## src/hw/rtl/csp_pkg.sv

```systemverilog
// ----------------------------------------------------------------------------
// csp_pkg: shared types and constants of the CIGAR string parser
// Character codes, the classified character item that the front end passes
// to the back end, and the queue geometry.
// ----------------------------------------------------------------------------
`timescale 1ns / 1ps
`default_nettype none

package csp_pkg;

  // ASCII codes of interest
  localparam logic [7:0] CHAR_ZERO = 8'h30;  // '0'
  localparam logic [7:0] CHAR_NINE = 8'h39;  // '9'
  localparam logic [7:0] OP_M      = 8'h4D;  // 'M'
  localparam logic [7:0] OP_D      = 8'h44;  // 'D'
  localparam logic [7:0] OP_X      = 8'h58;  // 'X'
  localparam logic [7:0] OP_I      = 8'h49;  // 'I'
  localparam logic [7:0] OP_S      = 8'h53;  // 'S'

  localparam int CHAR_BITS  = 8;
  localparam int DIGIT_BITS = 4;
  localparam int COUNT_BITS = 16;

  // Queue between front and back end
  localparam int QUEUE_DEPTH    = 4;
  localparam int QUEUE_PTR_BITS = 2;

  // What an op character adds to the totals
  typedef struct packed {
    logic ref_op;    // M, D, X
    logic read_op;   // M, I, X, S
    logic match_op;  // M
    logic clip_op;   // S
  } op_class_t;

  // One classified character
  typedef struct packed {
    logic                  is_digit;
    logic [DIGIT_BITS-1:0] digit;
    logic [CHAR_BITS-1:0]  code;
    op_class_t             cls;
    logic                  last;
  } item_t;

endpackage

`default_nettype wire

```

## src/hw/rtl/csp_if.sv

```systemverilog
// ----------------------------------------------------------------------------
// csp_if: valid/ready channels of the CIGAR string parser
// Character channel into the block and result channel out of it.
// ----------------------------------------------------------------------------
`timescale 1ns / 1ps
`default_nettype none

interface csp_char_if;
  logic       valid;
  logic       ready;
  logic [7:0] char_in;
  logic       last_char;

  modport source (output valid, char_in, last_char, input ready);
  modport sink (input valid, char_in, last_char, output ready);
endinterface

interface csp_result_if #(
  parameter int LEN_BITS   = 28,
  parameter int TOTAL_BITS = 32
);
  logic                  valid;
  logic                  ready;
  logic                  elem_valid;
  logic [LEN_BITS-1:0]   elem_length;
  logic [7:0]            elem_op;
  logic                  is_final;
  logic [TOTAL_BITS-1:0] ref_length;
  logic [TOTAL_BITS-1:0] read_length;
  logic [LEN_BITS-1:0]   clip_start;
  logic [LEN_BITS-1:0]   clip_end;
  logic                  pure_match;
  logic [15:0]           elem_count;

  modport source (
    output valid, elem_valid, elem_length, elem_op, is_final, ref_length,
           read_length, clip_start, clip_end, pure_match, elem_count,
    input  ready
  );
  modport sink (
    input  valid, elem_valid, elem_length, elem_op, is_final, ref_length,
           read_length, clip_start, clip_end, pure_match, elem_count,
    output ready
  );
endinterface

`default_nettype wire

```

## src/hw/rtl/cigar_string_parser.sv

```systemverilog
// ----------------------------------------------------------------------------
// cigar_string_parser: streaming CIGAR text parser
// Turns a CIGAR string, one character per transaction, into (length, op)
// elements and a closing summary of the whole string.
// ----------------------------------------------------------------------------
// Usage:
//   char_ch   carries one character (char_in) per transaction; last_char
//             marks the final character of a string.
//   result_ch carries at most one result per character: an element when a
//             digit follows an op, and always a closing result on the last
//             character (trailing element, reference and read lengths, soft
//             clips at both ends, element count, pure-match flag).
// Throughput: one character per cycle while result_ch.ready is high. The
//   parser state update (length * 10 + digit, saturating totals) sets it.
// Path: an accepted character is written into the four-entry queue, then
//   parsed into the result register when the back end pops it; the result
//   is valid from then until it is taken.
// Reset (rst, synchronous, active high): empties the queue, drops any
//   pending result and clears all parser state.
// Stall: while a valid result waits with result_ch.ready low, the result
//   register holds; the queue keeps taking characters until its four
//   entries are full, then char_ch.ready drops.
// ----------------------------------------------------------------------------
`timescale 1ns / 1ps
`default_nettype none

module cigar_string_parser #(
  parameter int LEN_BITS   = 28,
  parameter int TOTAL_BITS = 32
) (
  input  wire logic    clk,
  input  wire logic    rst,
  csp_char_if.sink     char_ch,
  csp_result_if.source result_ch
);

  // front end -> queue
  csp_pkg::item_t push_item;
  logic           push;
  logic           full;

  // queue -> back end
  csp_pkg::item_t head;
  logic           not_empty;
  logic           pop;

  // Classify characters and push them while the queue has room
  csp_front u_front (
    .char_ch   (char_ch),
    .full      (full),
    .push_item (push_item),
    .push      (push)
  );

  // Decouple intake from result delivery
  csp_queue u_queue (
    .clk       (clk),
    .rst       (rst),
    .push      (push),
    .push_item (push_item),
    .pop       (pop),
    .full      (full),
    .not_empty (not_empty),
    .head      (head)
  );

  // Advance the parser one character per cycle whenever the result
  // register is free or being drained
  csp_back #(
    .LEN_BITS   (LEN_BITS),
    .TOTAL_BITS (TOTAL_BITS)
  ) u_back (
    .clk       (clk),
    .rst       (rst),
    .q_valid   (not_empty),
    .q_item    (head),
    .pop       (pop),
    .result_ch (result_ch)
  );

endmodule

`default_nettype wire

```

## src/hw/rtl/csp_front.sv

```systemverilog
// ----------------------------------------------------------------------------
// csp_front: character intake and classification
// Accepts characters while the queue has room and tags each as a digit or
// as an op with its contribution to the totals.
// ----------------------------------------------------------------------------
`timescale 1ns / 1ps
`default_nettype none

module csp_front (
  csp_char_if.sink     char_ch,
  input  wire logic    full,
  output csp_pkg::item_t push_item,
  output logic         push
);

  logic [7:0] code;

  assign code          = char_ch.char_in;
  assign char_ch.ready = ~full;
  assign push          = char_ch.valid & ~full;

  always_comb begin
    push_item              = '0;
    push_item.code         = code;
    push_item.last         = char_ch.last_char;
    push_item.is_digit     = (code >= csp_pkg::CHAR_ZERO) && (code <= csp_pkg::CHAR_NINE);
    push_item.digit        = csp_pkg::DIGIT_BITS'(code - csp_pkg::CHAR_ZERO);
    push_item.cls.ref_op   = (code == csp_pkg::OP_M) || (code == csp_pkg::OP_D) ||
                             (code == csp_pkg::OP_X);
    push_item.cls.read_op  = (code == csp_pkg::OP_M) || (code == csp_pkg::OP_I) ||
                             (code == csp_pkg::OP_X) || (code == csp_pkg::OP_S);
    push_item.cls.match_op = (code == csp_pkg::OP_M);
    push_item.cls.clip_op  = (code == csp_pkg::OP_S);
  end

endmodule

`default_nettype wire

```

## src/hw/rtl/csp_queue.sv

```systemverilog
// ----------------------------------------------------------------------------
// csp_queue: short register queue between front and back end
// First-in first-out store of classified characters.
// ----------------------------------------------------------------------------
`timescale 1ns / 1ps
`default_nettype none

module csp_queue (
  input  wire logic            clk,
  input  wire logic            rst,
  input  wire logic            push,
  input  wire csp_pkg::item_t  push_item,
  input  wire logic            pop,
  output logic                 full,
  output logic                 not_empty,
  output csp_pkg::item_t       head
);

  localparam int PB = csp_pkg::QUEUE_PTR_BITS;

  csp_pkg::item_t slots [csp_pkg::QUEUE_DEPTH];
  logic [PB-1:0]  wr_ptr;
  logic [PB-1:0]  rd_ptr;
  logic [PB:0]    fill;

  assign full      = (fill == (PB+1)'(csp_pkg::QUEUE_DEPTH));
  assign not_empty = (fill != '0);
  assign head      = slots[rd_ptr];

  always_ff @(posedge clk) begin
    if (rst) begin
      wr_ptr <= '0;
      rd_ptr <= '0;
      fill   <= '0;
    end else begin
      if (push) begin
        wr_ptr <= wr_ptr + 1'b1;
      end
      if (pop) begin
        rd_ptr <= rd_ptr + 1'b1;
      end
      unique case ({push, pop})
        2'b10:   fill <= fill + 1'b1;
        2'b01:   fill <= fill - 1'b1;
        default: fill <= fill;
      endcase
    end
  end

  always_ff @(posedge clk) begin
    if (push) begin
      slots[wr_ptr] <= push_item;
    end
  end

endmodule

`default_nettype wire

```

## src/hw/rtl/csp_back.sv

```systemverilog
// ----------------------------------------------------------------------------
// csp_back: parser state, totals and result register
// Pops one classified character per cycle unless the result stalls, builds
// lengths, closes elements, keeps saturating totals and registers results.
// ----------------------------------------------------------------------------
`timescale 1ns / 1ps
`default_nettype none

module csp_back #(
  parameter int LEN_BITS   = 28,
  parameter int TOTAL_BITS = 32
) (
  input  wire logic           clk,
  input  wire logic           rst,
  input  wire logic           q_valid,
  input  wire csp_pkg::item_t q_item,
  output logic                pop,
  csp_result_if.source        result_ch
);

  localparam int ACC_W = LEN_BITS + csp_pkg::DIGIT_BITS;
  localparam int SUM_W = ((LEN_BITS > TOTAL_BITS) ? LEN_BITS : TOTAL_BITS) + 1;
  localparam int CB    = csp_pkg::COUNT_BITS;

  // parser state
  logic [LEN_BITS-1:0]   length_acc;
  logic                  digits_seen;
  logic [7:0]            pending_op;
  csp_pkg::op_class_t    pending_cls;
  logic                  op_seen;
  logic [TOTAL_BITS-1:0] ref_total;
  logic [TOTAL_BITS-1:0] read_total;
  logic [CB-1:0]         count_total;
  logic [LEN_BITS-1:0]   first_clip;
  logic [LEN_BITS-1:0]   last_elem_len;
  logic                  last_is_clip;
  logic                  first_is_match;
  logic                  out_valid;

  // next values
  logic                  digit_emit;
  logic                  final_emit;
  logic                  emit;
  logic                  produce;
  logic [7:0]            e_op;
  csp_pkg::op_class_t    e_cls;
  logic [LEN_BITS-1:0]   acc_base;
  logic [ACC_W-1:0]      acc_ext;
  logic [ACC_W-1:0]      acc_wide;
  logic [LEN_BITS-1:0]   length_acc_next;
  logic [SUM_W-1:0]      ref_sum;
  logic [SUM_W-1:0]      read_sum;
  logic [TOTAL_BITS-1:0] ref_total_next;
  logic [TOTAL_BITS-1:0] read_total_next;
  logic [CB-1:0]         count_total_next;
  logic [LEN_BITS-1:0]   first_clip_next;
  logic                  first_is_match_next;
  logic [LEN_BITS-1:0]   last_elem_len_next;
  logic                  last_is_clip_next;

  assign pop = q_valid & (~out_valid | result_ch.ready);

  always_comb begin
    digit_emit = q_item.is_digit & op_seen;
    final_emit = q_item.last & ~q_item.is_digit & digits_seen;
    emit       = digit_emit | final_emit;
    produce    = emit | q_item.last;
    e_op       = op_seen ? pending_op : q_item.code;
    e_cls      = op_seen ? pending_cls : q_item.cls;

    // length * 10 + digit, clamp at all ones
    acc_base = digit_emit ? '0 : length_acc;
    acc_ext  = ACC_W'(acc_base);
    acc_wide = (acc_ext << 3) + (acc_ext << 1) + ACC_W'(q_item.digit);
    length_acc_next = (acc_wide[ACC_W-1:LEN_BITS] != '0) ? '1 : acc_wide[LEN_BITS-1:0];

    ref_sum  = SUM_W'(ref_total) + SUM_W'(length_acc);
    read_sum = SUM_W'(read_total) + SUM_W'(length_acc);

    ref_total_next      = ref_total;
    read_total_next     = read_total;
    count_total_next    = count_total;
    first_clip_next     = first_clip;
    first_is_match_next = first_is_match;
    last_elem_len_next  = last_elem_len;
    last_is_clip_next   = last_is_clip;
    if (emit) begin
      if (e_cls.ref_op) begin
        ref_total_next = (ref_sum[SUM_W-1:TOTAL_BITS] != '0) ? '1 :
                         ref_sum[TOTAL_BITS-1:0];
      end
      if (e_cls.read_op) begin
        read_total_next = (read_sum[SUM_W-1:TOTAL_BITS] != '0) ? '1 :
                          read_sum[TOTAL_BITS-1:0];
      end
      if (count_total == '0) begin
        first_clip_next     = e_cls.clip_op ? length_acc : '0;
        first_is_match_next = e_cls.match_op;
      end
      if (count_total != '1) begin
        count_total_next = count_total + 1'b1;
      end
      last_elem_len_next = length_acc;
      last_is_clip_next  = e_cls.clip_op;
    end
  end

  // control and parser state
  always_ff @(posedge clk) begin
    if (rst) begin
      out_valid      <= 1'b0;
      length_acc     <= '0;
      digits_seen    <= 1'b0;
      pending_op     <= '0;
      pending_cls    <= '0;
      op_seen        <= 1'b0;
      ref_total      <= '0;
      read_total     <= '0;
      count_total    <= '0;
      first_clip     <= '0;
      last_elem_len  <= '0;
      last_is_clip   <= 1'b0;
      first_is_match <= 1'b0;
    end else begin
      if (pop) begin
        out_valid <= produce;
      end else if (result_ch.ready) begin
        out_valid <= 1'b0;
      end

      if (pop) begin
        if (q_item.last) begin
          // close the string: back to the idle state
          length_acc     <= '0;
          digits_seen    <= 1'b0;
          pending_op     <= '0;
          pending_cls    <= '0;
          op_seen        <= 1'b0;
          ref_total      <= '0;
          read_total     <= '0;
          count_total    <= '0;
          first_clip     <= '0;
          last_elem_len  <= '0;
          last_is_clip   <= 1'b0;
          first_is_match <= 1'b0;
        end else begin
          if (q_item.is_digit) begin
            length_acc  <= length_acc_next;
            digits_seen <= 1'b1;
            if (op_seen) begin
              op_seen     <= 1'b0;
              pending_op  <= '0;
              pending_cls <= '0;
            end
          end else if (!op_seen) begin
            pending_op  <= q_item.code;
            pending_cls <= q_item.cls;
            op_seen     <= 1'b1;
          end
          ref_total      <= ref_total_next;
          read_total     <= read_total_next;
          count_total    <= count_total_next;
          first_clip     <= first_clip_next;
          last_elem_len  <= last_elem_len_next;
          last_is_clip   <= last_is_clip_next;
          first_is_match <= first_is_match_next;
        end
      end
    end
  end

  // result payload register
  always_ff @(posedge clk) begin
    if (pop && produce) begin
      result_ch.elem_valid  <= emit;
      result_ch.elem_length <= emit ? length_acc : '0;
      result_ch.elem_op     <= emit ? e_op : '0;
      result_ch.is_final    <= q_item.last;
      result_ch.ref_length  <= q_item.last ? ref_total_next : '0;
      result_ch.read_length <= q_item.last ? read_total_next : '0;
      result_ch.clip_start  <= q_item.last ? first_clip_next : '0;
      result_ch.clip_end    <= (q_item.last && last_is_clip_next && count_total_next != '0) ?
                               last_elem_len_next : '0;
      result_ch.pure_match  <= q_item.last && (count_total_next == CB'(1)) &&
                               first_is_match_next;
      result_ch.elem_count  <= q_item.last ? count_total_next : '0;
    end
  end

  assign result_ch.valid = out_valid;

endmodule

`default_nettype wire

```

## src/flat_wrapper.sv

```systemverilog
// flat-port wrapper written by rule: the top's interface ports become plain ports
module cigar_string_parser_flat 
#(
  parameter int LEN_BITS   = 28,
  parameter int TOTAL_BITS = 32
)
  (clk, rst, char_ch_valid, char_ch_char_in, char_ch_last_char, char_ch_ready, result_ch_valid, result_ch_elem_valid, result_ch_elem_length, result_ch_elem_op, result_ch_is_final, result_ch_ref_length, result_ch_read_length, result_ch_clip_start, result_ch_clip_end, result_ch_pure_match, result_ch_elem_count, result_ch_ready);
  csp_char_if char_ch_i ();
  csp_result_if #(.LEN_BITS(LEN_BITS), .TOTAL_BITS(TOTAL_BITS)) result_ch_i ();
  input  wire logic clk;
  input  wire logic rst;
  input wire logic [$bits(char_ch_i.valid)-1:0] char_ch_valid;
  input wire logic [$bits(char_ch_i.char_in)-1:0] char_ch_char_in;
  input wire logic [$bits(char_ch_i.last_char)-1:0] char_ch_last_char;
  output wire logic [$bits(char_ch_i.ready)-1:0] char_ch_ready;
  output wire logic [$bits(result_ch_i.valid)-1:0] result_ch_valid;
  output wire logic [$bits(result_ch_i.elem_valid)-1:0] result_ch_elem_valid;
  output wire logic [$bits(result_ch_i.elem_length)-1:0] result_ch_elem_length;
  output wire logic [$bits(result_ch_i.elem_op)-1:0] result_ch_elem_op;
  output wire logic [$bits(result_ch_i.is_final)-1:0] result_ch_is_final;
  output wire logic [$bits(result_ch_i.ref_length)-1:0] result_ch_ref_length;
  output wire logic [$bits(result_ch_i.read_length)-1:0] result_ch_read_length;
  output wire logic [$bits(result_ch_i.clip_start)-1:0] result_ch_clip_start;
  output wire logic [$bits(result_ch_i.clip_end)-1:0] result_ch_clip_end;
  output wire logic [$bits(result_ch_i.pure_match)-1:0] result_ch_pure_match;
  output wire logic [$bits(result_ch_i.elem_count)-1:0] result_ch_elem_count;
  input wire logic [$bits(result_ch_i.ready)-1:0] result_ch_ready;
  assign char_ch_i.valid = char_ch_valid;
  assign char_ch_i.char_in = char_ch_char_in;
  assign char_ch_i.last_char = char_ch_last_char;
  assign char_ch_ready = char_ch_i.ready;
  assign result_ch_valid = result_ch_i.valid;
  assign result_ch_elem_valid = result_ch_i.elem_valid;
  assign result_ch_elem_length = result_ch_i.elem_length;
  assign result_ch_elem_op = result_ch_i.elem_op;
  assign result_ch_is_final = result_ch_i.is_final;
  assign result_ch_ref_length = result_ch_i.ref_length;
  assign result_ch_read_length = result_ch_i.read_length;
  assign result_ch_clip_start = result_ch_i.clip_start;
  assign result_ch_clip_end = result_ch_i.clip_end;
  assign result_ch_pure_match = result_ch_i.pure_match;
  assign result_ch_elem_count = result_ch_i.elem_count;
  assign result_ch_i.ready = result_ch_ready;
  cigar_string_parser #(.LEN_BITS(LEN_BITS), .TOTAL_BITS(TOTAL_BITS)) u_core (.clk(clk), .rst(rst), .char_ch(char_ch_i), .result_ch(result_ch_i));
endmodule
```

## config.mk

```make
export PLATFORM = sky130hd
export DESIGN_NAME = cigar_string_parser_flat
export DESIGN_NICKNAME = d
export VERILOG_FILES = /design/src/hw/rtl/csp_pkg.sv /design/src/hw/rtl/csp_if.sv /design/src/hw/rtl/cigar_string_parser.sv /design/src/hw/rtl/csp_front.sv /design/src/hw/rtl/csp_queue.sv /design/src/hw/rtl/csp_back.sv /design/src/flat_wrapper.sv
export SDC_FILE = /design/constraint.sdc
export NUM_CORES = 1
export LEC_CHECK = 0
export ABC_AREA = 1
export BUFFER_PORTS_ARGS = -buffer_cell sky130_fd_sc_hd__buf_4
export CAP_MARGIN = 5
export CORE_MARGIN = 2
export CORE_UTILIZATION = 60
export DETAILED_ROUTE_END_ITERATION = 16
export GPL_TIMING_DRIVEN = 0
export PLACE_DENSITY = 0.91
export SLEW_MARGIN = 40
export SYNTH_ARGS = -nofsm -noshare
export SYNTH_HDL_FRONTEND = slang
export SYNTH_HIERARCHICAL = 1
export SYNTH_SLANG_ARGS = --single-unit
```

## constraint.sdc

```tcl
create_clock -name clk -period 17.08 [get_ports clk]
set_input_delay 1.708 -clock clk [delete_from_list [all_inputs] [get_ports clk]]
set_output_delay 1.708 -clock clk [all_outputs]
set_load 0.02 [all_outputs]
```

* Word-level counts from Yosys, hierarchy flattened
Memories as Yosys holds them, arrays and structs flattened. A register that Yosys moved wholly into a read port is not among the register bits.
Index checks and enable logic that the tools add are counted.
Widths: inputs -> output; s select.
** Operators by class
- $add $sub $neg :: 10
- Multiply operators :: 0
- Divide/modulo/power cells :: 0
- $lt $le $gt $ge :: 2
- Equality and inequality tests :: 11
- Shift-type cells :: 0
- Muxes and demuxes :: 45
- Bitwise operators :: 11
- Reductions and logical operators :: 20
** Operators by type and width (number)
- $mux 28 :: 10
- $mux 32 :: 8
- $add 32x28->33 :: 2
- $mux 16 :: 3
- $eq 8x7->1 const B :: 5
- $add 31x29->32 :: 1
- $add 32x4->32 :: 1
- $mux 8 :: 4
- $add 16x1->16 const B :: 1
- $eq 16x1->1 const B :: 1
- $logic_not 16->1 :: 1
- $mux 4 :: 4
- $ne 16x16->1 const B :: 1
- $reduce_bool 16->1 :: 1
- $mux 1 :: 13
- $ge 8x6->1 const B :: 1
- $le 8x6->1 const B :: 1
- $logic_and 1x1->1 :: 6
- $pmux 3 s2 :: 1
- $reduce_bool 2->1 :: 3
- $and 1x1->1 :: 5
- $logic_or 1x1->1 :: 5
- $add 2x1->2 const B :: 2
- $mux 2 :: 2
- other kinds (12) :: 17
** Word-level totals
- Flip-flop bits (word level) :: 363
- Bits in latches :: 0
- Bits in writable memories :: 72
- Memory bits (read-only) :: 0
- Input port bits :: 13
- Output and inout port bits :: 177
- Word-level logic and storage cells :: 129
- Memories :: 1
** Memory list
- u_core.u_queue.slots :: words 4, width 18, rd ports 1, clocked after memory_dff 1, write ports 1, RTL line csp_queue.sv:21 : csp_pkg::item_t slots [csp_pkg::QUEUE_DEPTH];

* Depth between registers and ports, before layout
- Word-level depth :: 8
- Depth in mapped cells :: 26
- Gate-level depth less buffers :: 23

* Hierarchy
The synthesis kept the hierarchy.
** By module, submodules not included
- csp_back :: times used 1, cells an instance 3390, area each 22948.3 µm², seq. area each 8878.5 µm²
- csp_queue :: times used 1, cells an instance 232, area each 3151.8 µm², seq. area each 2342.2 µm²
- csp_front :: times used 1, cells an instance 62, area each 301.5 µm², seq. area each 0.0 µm²

* Worst setup path before layout
OpenSTA, ideal clock, no wires.
- Kind :: input to register
- Start :: in result_ch_ready
- End :: reg u_core/u_back/result_ch.clip_end[0] (netlist name) (enable)
- Library setup time :: 771 ps
- Data arrival time :: 10581 ps
- Required time :: 16309 ps
- Slack :: 5729 ps
- Cell stages on the path :: 6
- Buffers on the path :: 0
- Path through :: inv_1 -> nand2_1 -> nand2_1 -> inv_1 -> nand2_1 -> a21oi_1
** On the way
- Word-level cells in the longest chain between the ends :: 3
** RTL lines
- start, declared :: RTL line flat_wrapper.sv:27 : input wire logic [$bits(result_ch_i.ready)-1:0] result_ch_ready;
- $or 1x1->1 :: RTL line csp_back.sv:61 : assign pop = q_valid & (~out_valid | result_ch.ready);
- $and 1x1->1 :: RTL line csp_back.sv:61
- named net u_core.pop :: RTL line cigar_string_parser.sv:45 : logic pop;
- $logic_and 1x1->1 :: RTL line csp_back.sv:174 : if (pop && produce) begin
- end signal, assigned :: RTL line csp_back.sv:182 : result_ch.clip_end <= (q_item.last && last_is_clip_next && count_total_next != '0) ?
- end, declared :: RTL line csp_if.sv:37 : read_length, clip_start, clip_end, pure_match, elem_count,
The timed path passes the listed nets, and every way through them passes these cells.
A chain may end at the register's enable or synchronous reset.

==> reports/qor.csv <==
metric,value,unit
status,"complete, no violations",
fraction of registers with async set/reset,0,%
aggregate routed wire length,81500,um
fin cells,4550,
Fillers,3439,
clock-pin slew on the worst setup and hold paths,0.06,ns
share of layout cells above drive strength 1,10.9,%
vias in the first global route,23200,
Yosys reg bits,437,
CTS buffer count,44,
Max Fclk,0.202,GHz
Worst Max-Slew Pin Slew,0.970,ns
largest cells by area after synthesis,"edfxtp_1, nand2_1, dfxtp_1",
Slew headroom,35.3,%
"Distinct cells, synth",47,
Post-synth EDFFs,247,
root buf cell,clkbuf_16,
first-pass GRT wire length,125000,um
number of max-cap violations,0,
Starting DRT DRC Count,3017,
R2R Setup Slk,12.13,ns
synthesized netlist cell count,3684,
Num Clock Sinks,437,
ys flop type,edfxtp_1,
Final Skew,0.0175,ns
Hold WC Path Type,reg -> reg,
Skew-Pair Late Insertion Delay,0.61,ns
CTS resizes,0,
Final setup viols,0,
setup bufs post-CTS,0,
Vias/cell,5.57,
All-Layer GR Usage,35.5,%
syn avg cell area,7.17,um^2
largest net degree at the start of global routing,21,
Most Frequent Cell on Critical Path,nand2_1,
layout overhead on the synthesized area,14.6,%
row count,76,
ant diodes,0,
Hold Slack,0.445,ns
Post-DRT Antenna Nets,0,
clock period minus final worst setup slack,4.95,ns
critical path type,reg -> reg,
cell chain of the critical path,"buf_6, inv_8, buf_6, nor2_1, o22ai_1, nand2_1, clkinv_1, clkbuf_1, nor2_1, ha_1, ha_1, a21oi_1, o21ai_0, inv_1, nand3_2, nand2_1, nand2_1, nand2_1, nand2_1, nor2_2, buf_6, nand3_1, nand2_1, nand2_1",
area of the multi-input gates,0.0123,mm^2
Clock Tree Buf Depth,3,
Placed Cells,4468,
pwr dens,151,mW/mm^2
Syn. warnings,6,
IO Count,190,
core footprint,0.0433,mm^2
DR pass1 iterations,9,
"most common cell after layout, fill and taps aside",nand2_1,
via count,25300,
CP max stage cell,nor2_2,
RSZ-0062 raised after global routing,false,
net count after synthesis,3820,
Buffers on Ports,188,
GRT overflow,0,
"Hold Violations, Final",0,
GPL Wtd Cong,1.03,
startpoint type of the worst setup path,register,
largest area contributor in the netlist,edfxtp_1,
top-area cell type share of the netlist area,28.1,%
most frequent cells in the layout,"nand2_1, inv_1, nor2_1",
max-slew violations,0,
max incr delay on CP,0.51,ns
Hold Path Depth,1,
VDD IR max,140,uV
Setup crit end kind,register,
Reg2Reg Depth,24,
crit path max fanout,10,
DRC viols,0,
HPWL after DPL,60800,um
initial antenna violation count,2,
cell area after synthesis,0.0264,mm^2
Critical Path RT,17.58,ns
Die Ht,214,um
Final #Nets,4065,
placed inst area,0.0287,mm^2
Fin Setup TNS,0,ns
Initial Util,61.0,%
Post-CTS Hold Fix Bufs,0,
H-tree levels,2,
crit share post-route,29.0,%
design area,0.0303,mm^2
Reg area,0.0112,mm^2
Lkg Pwr,13.6,nW
register area share after synthesis,42.5,%
crit path DAT,5.46,ns
CTS tree,built,
DIE WIDTH,214,um
die area,0.0457,mm^2
Routed WL per cell,17.9,um
## registers in the layout (all words and copies together), names as in the netlist, 16 cells and up, named ones only
name and count:
u_core/u_queue/slots 72, u_core/u_back/read_total 32, u_core/u_back/ref_total 32, u_core/u_back/result_ch.read_length 32, u_core/u_back/result_ch.ref_length 32, u_core/u_back/first_clip 28, u_core/u_back/last_elem_len 28, u_core/u_back/length_acc 28
u_core/u_back/result_ch.clip_end 28, u_core/u_back/result_ch.clip_start 28, u_core/u_back/result_ch.elem_length 28, u_core/u_back/count_total 16, u_core/u_back/result_ch.elem_count 16
## per-stage QoR
step	util [%]	power, mW	setup slack [ns]
after global routing	69.9	4.76	11.83
final	69.9	4.57	12.13
after CTS	69.9	4.54	12.28
after detailed placement	66.4	3.51	12.29
after floorplan	-	2.81	5.73
after global placement	66.0	3.54	1.62
## critical path, delay by kind of cell, from the launching register on
| kind | cells | cell delay, ns |
|---|---|---|
| AOI/OAI and AO/OA | 3 | 0.88 |
| adders and majority gates | 2 | 0.70 |
| buffers and inverters | 7 | 1.31 |
| DFF | 1 | 0.31 |
| and+or+nand+nor | 12 | 1.63 |
## final cells by class
class                   count  area share (%)
multi-input cells        2541            40.7
flip-flops and latches    437            37.1
inverters                 574            7.15
repair buffers            199            5.24
clock buffers              53            3.92
well taps                 585            2.42
plain buffers             132            2.35
clock inverters            29            1.15
## cells in the mapped netlist (all sizes together) (6+ instances only)
cell and count:
nand3 205, o211a 7, a31oi 6, or2 55, dfxtp 190, inv 570, and2 9, nor2 406
mux2i 10, nor3 23, o22ai 18, ha 118, o21ai 142, nand4 34, buf 54, xnor2 37
edfxtp 247, clkbuf 78, nand2 1220, a21oi 216, xor2 11
## per-layer routing
metal,vias to the layer above,track usage [%],share of wire [%]
li1,12100,-,-
met1,11500,46.3,39
met2,1431,56.7,44
met3,275,6.62,11
met4,2,18.2,5.9
met5,-,0,0.020
## path summary, 6_finish.rpt
path,startpoint,endpoint
hold / removal,u_core/u_queue/rd_ptr[1],u_core/u_queue/rd_ptr[1]
setup reg to reg,register,u_core/u_back/length_acc[17]
setup / recovery,register,u_core/u_back/length_acc[17]
hold reg to reg,u_core/u_queue/rd_ptr[1],u_core/u_queue/rd_ptr[1]
## power breakdown
part           total [mW]  internal, mW  switching [mW]
logic                1.97         0.615            1.36
registers            1.57          1.46           0.113
clock network        1.02         0.579           0.440
total                4.57          2.65            1.91
## cells by family (layout without fill, tap and decap cells)
group | count (synthesis) | count (layout) | synth area share, %
xor+xnor | 48 | 48 | 1.59
buf+inv | 706 | 987 | 10.9
fa+ha+maj | 123 | 123 | 5.97
flops | 437 | 437 | 42.5
mux | 10 | 10 | 0.379
compound gates | 398 | 398 | 7.89
simple gates | 1962 | 1962 | 30.8
Power figures use the tool's default switching activity.
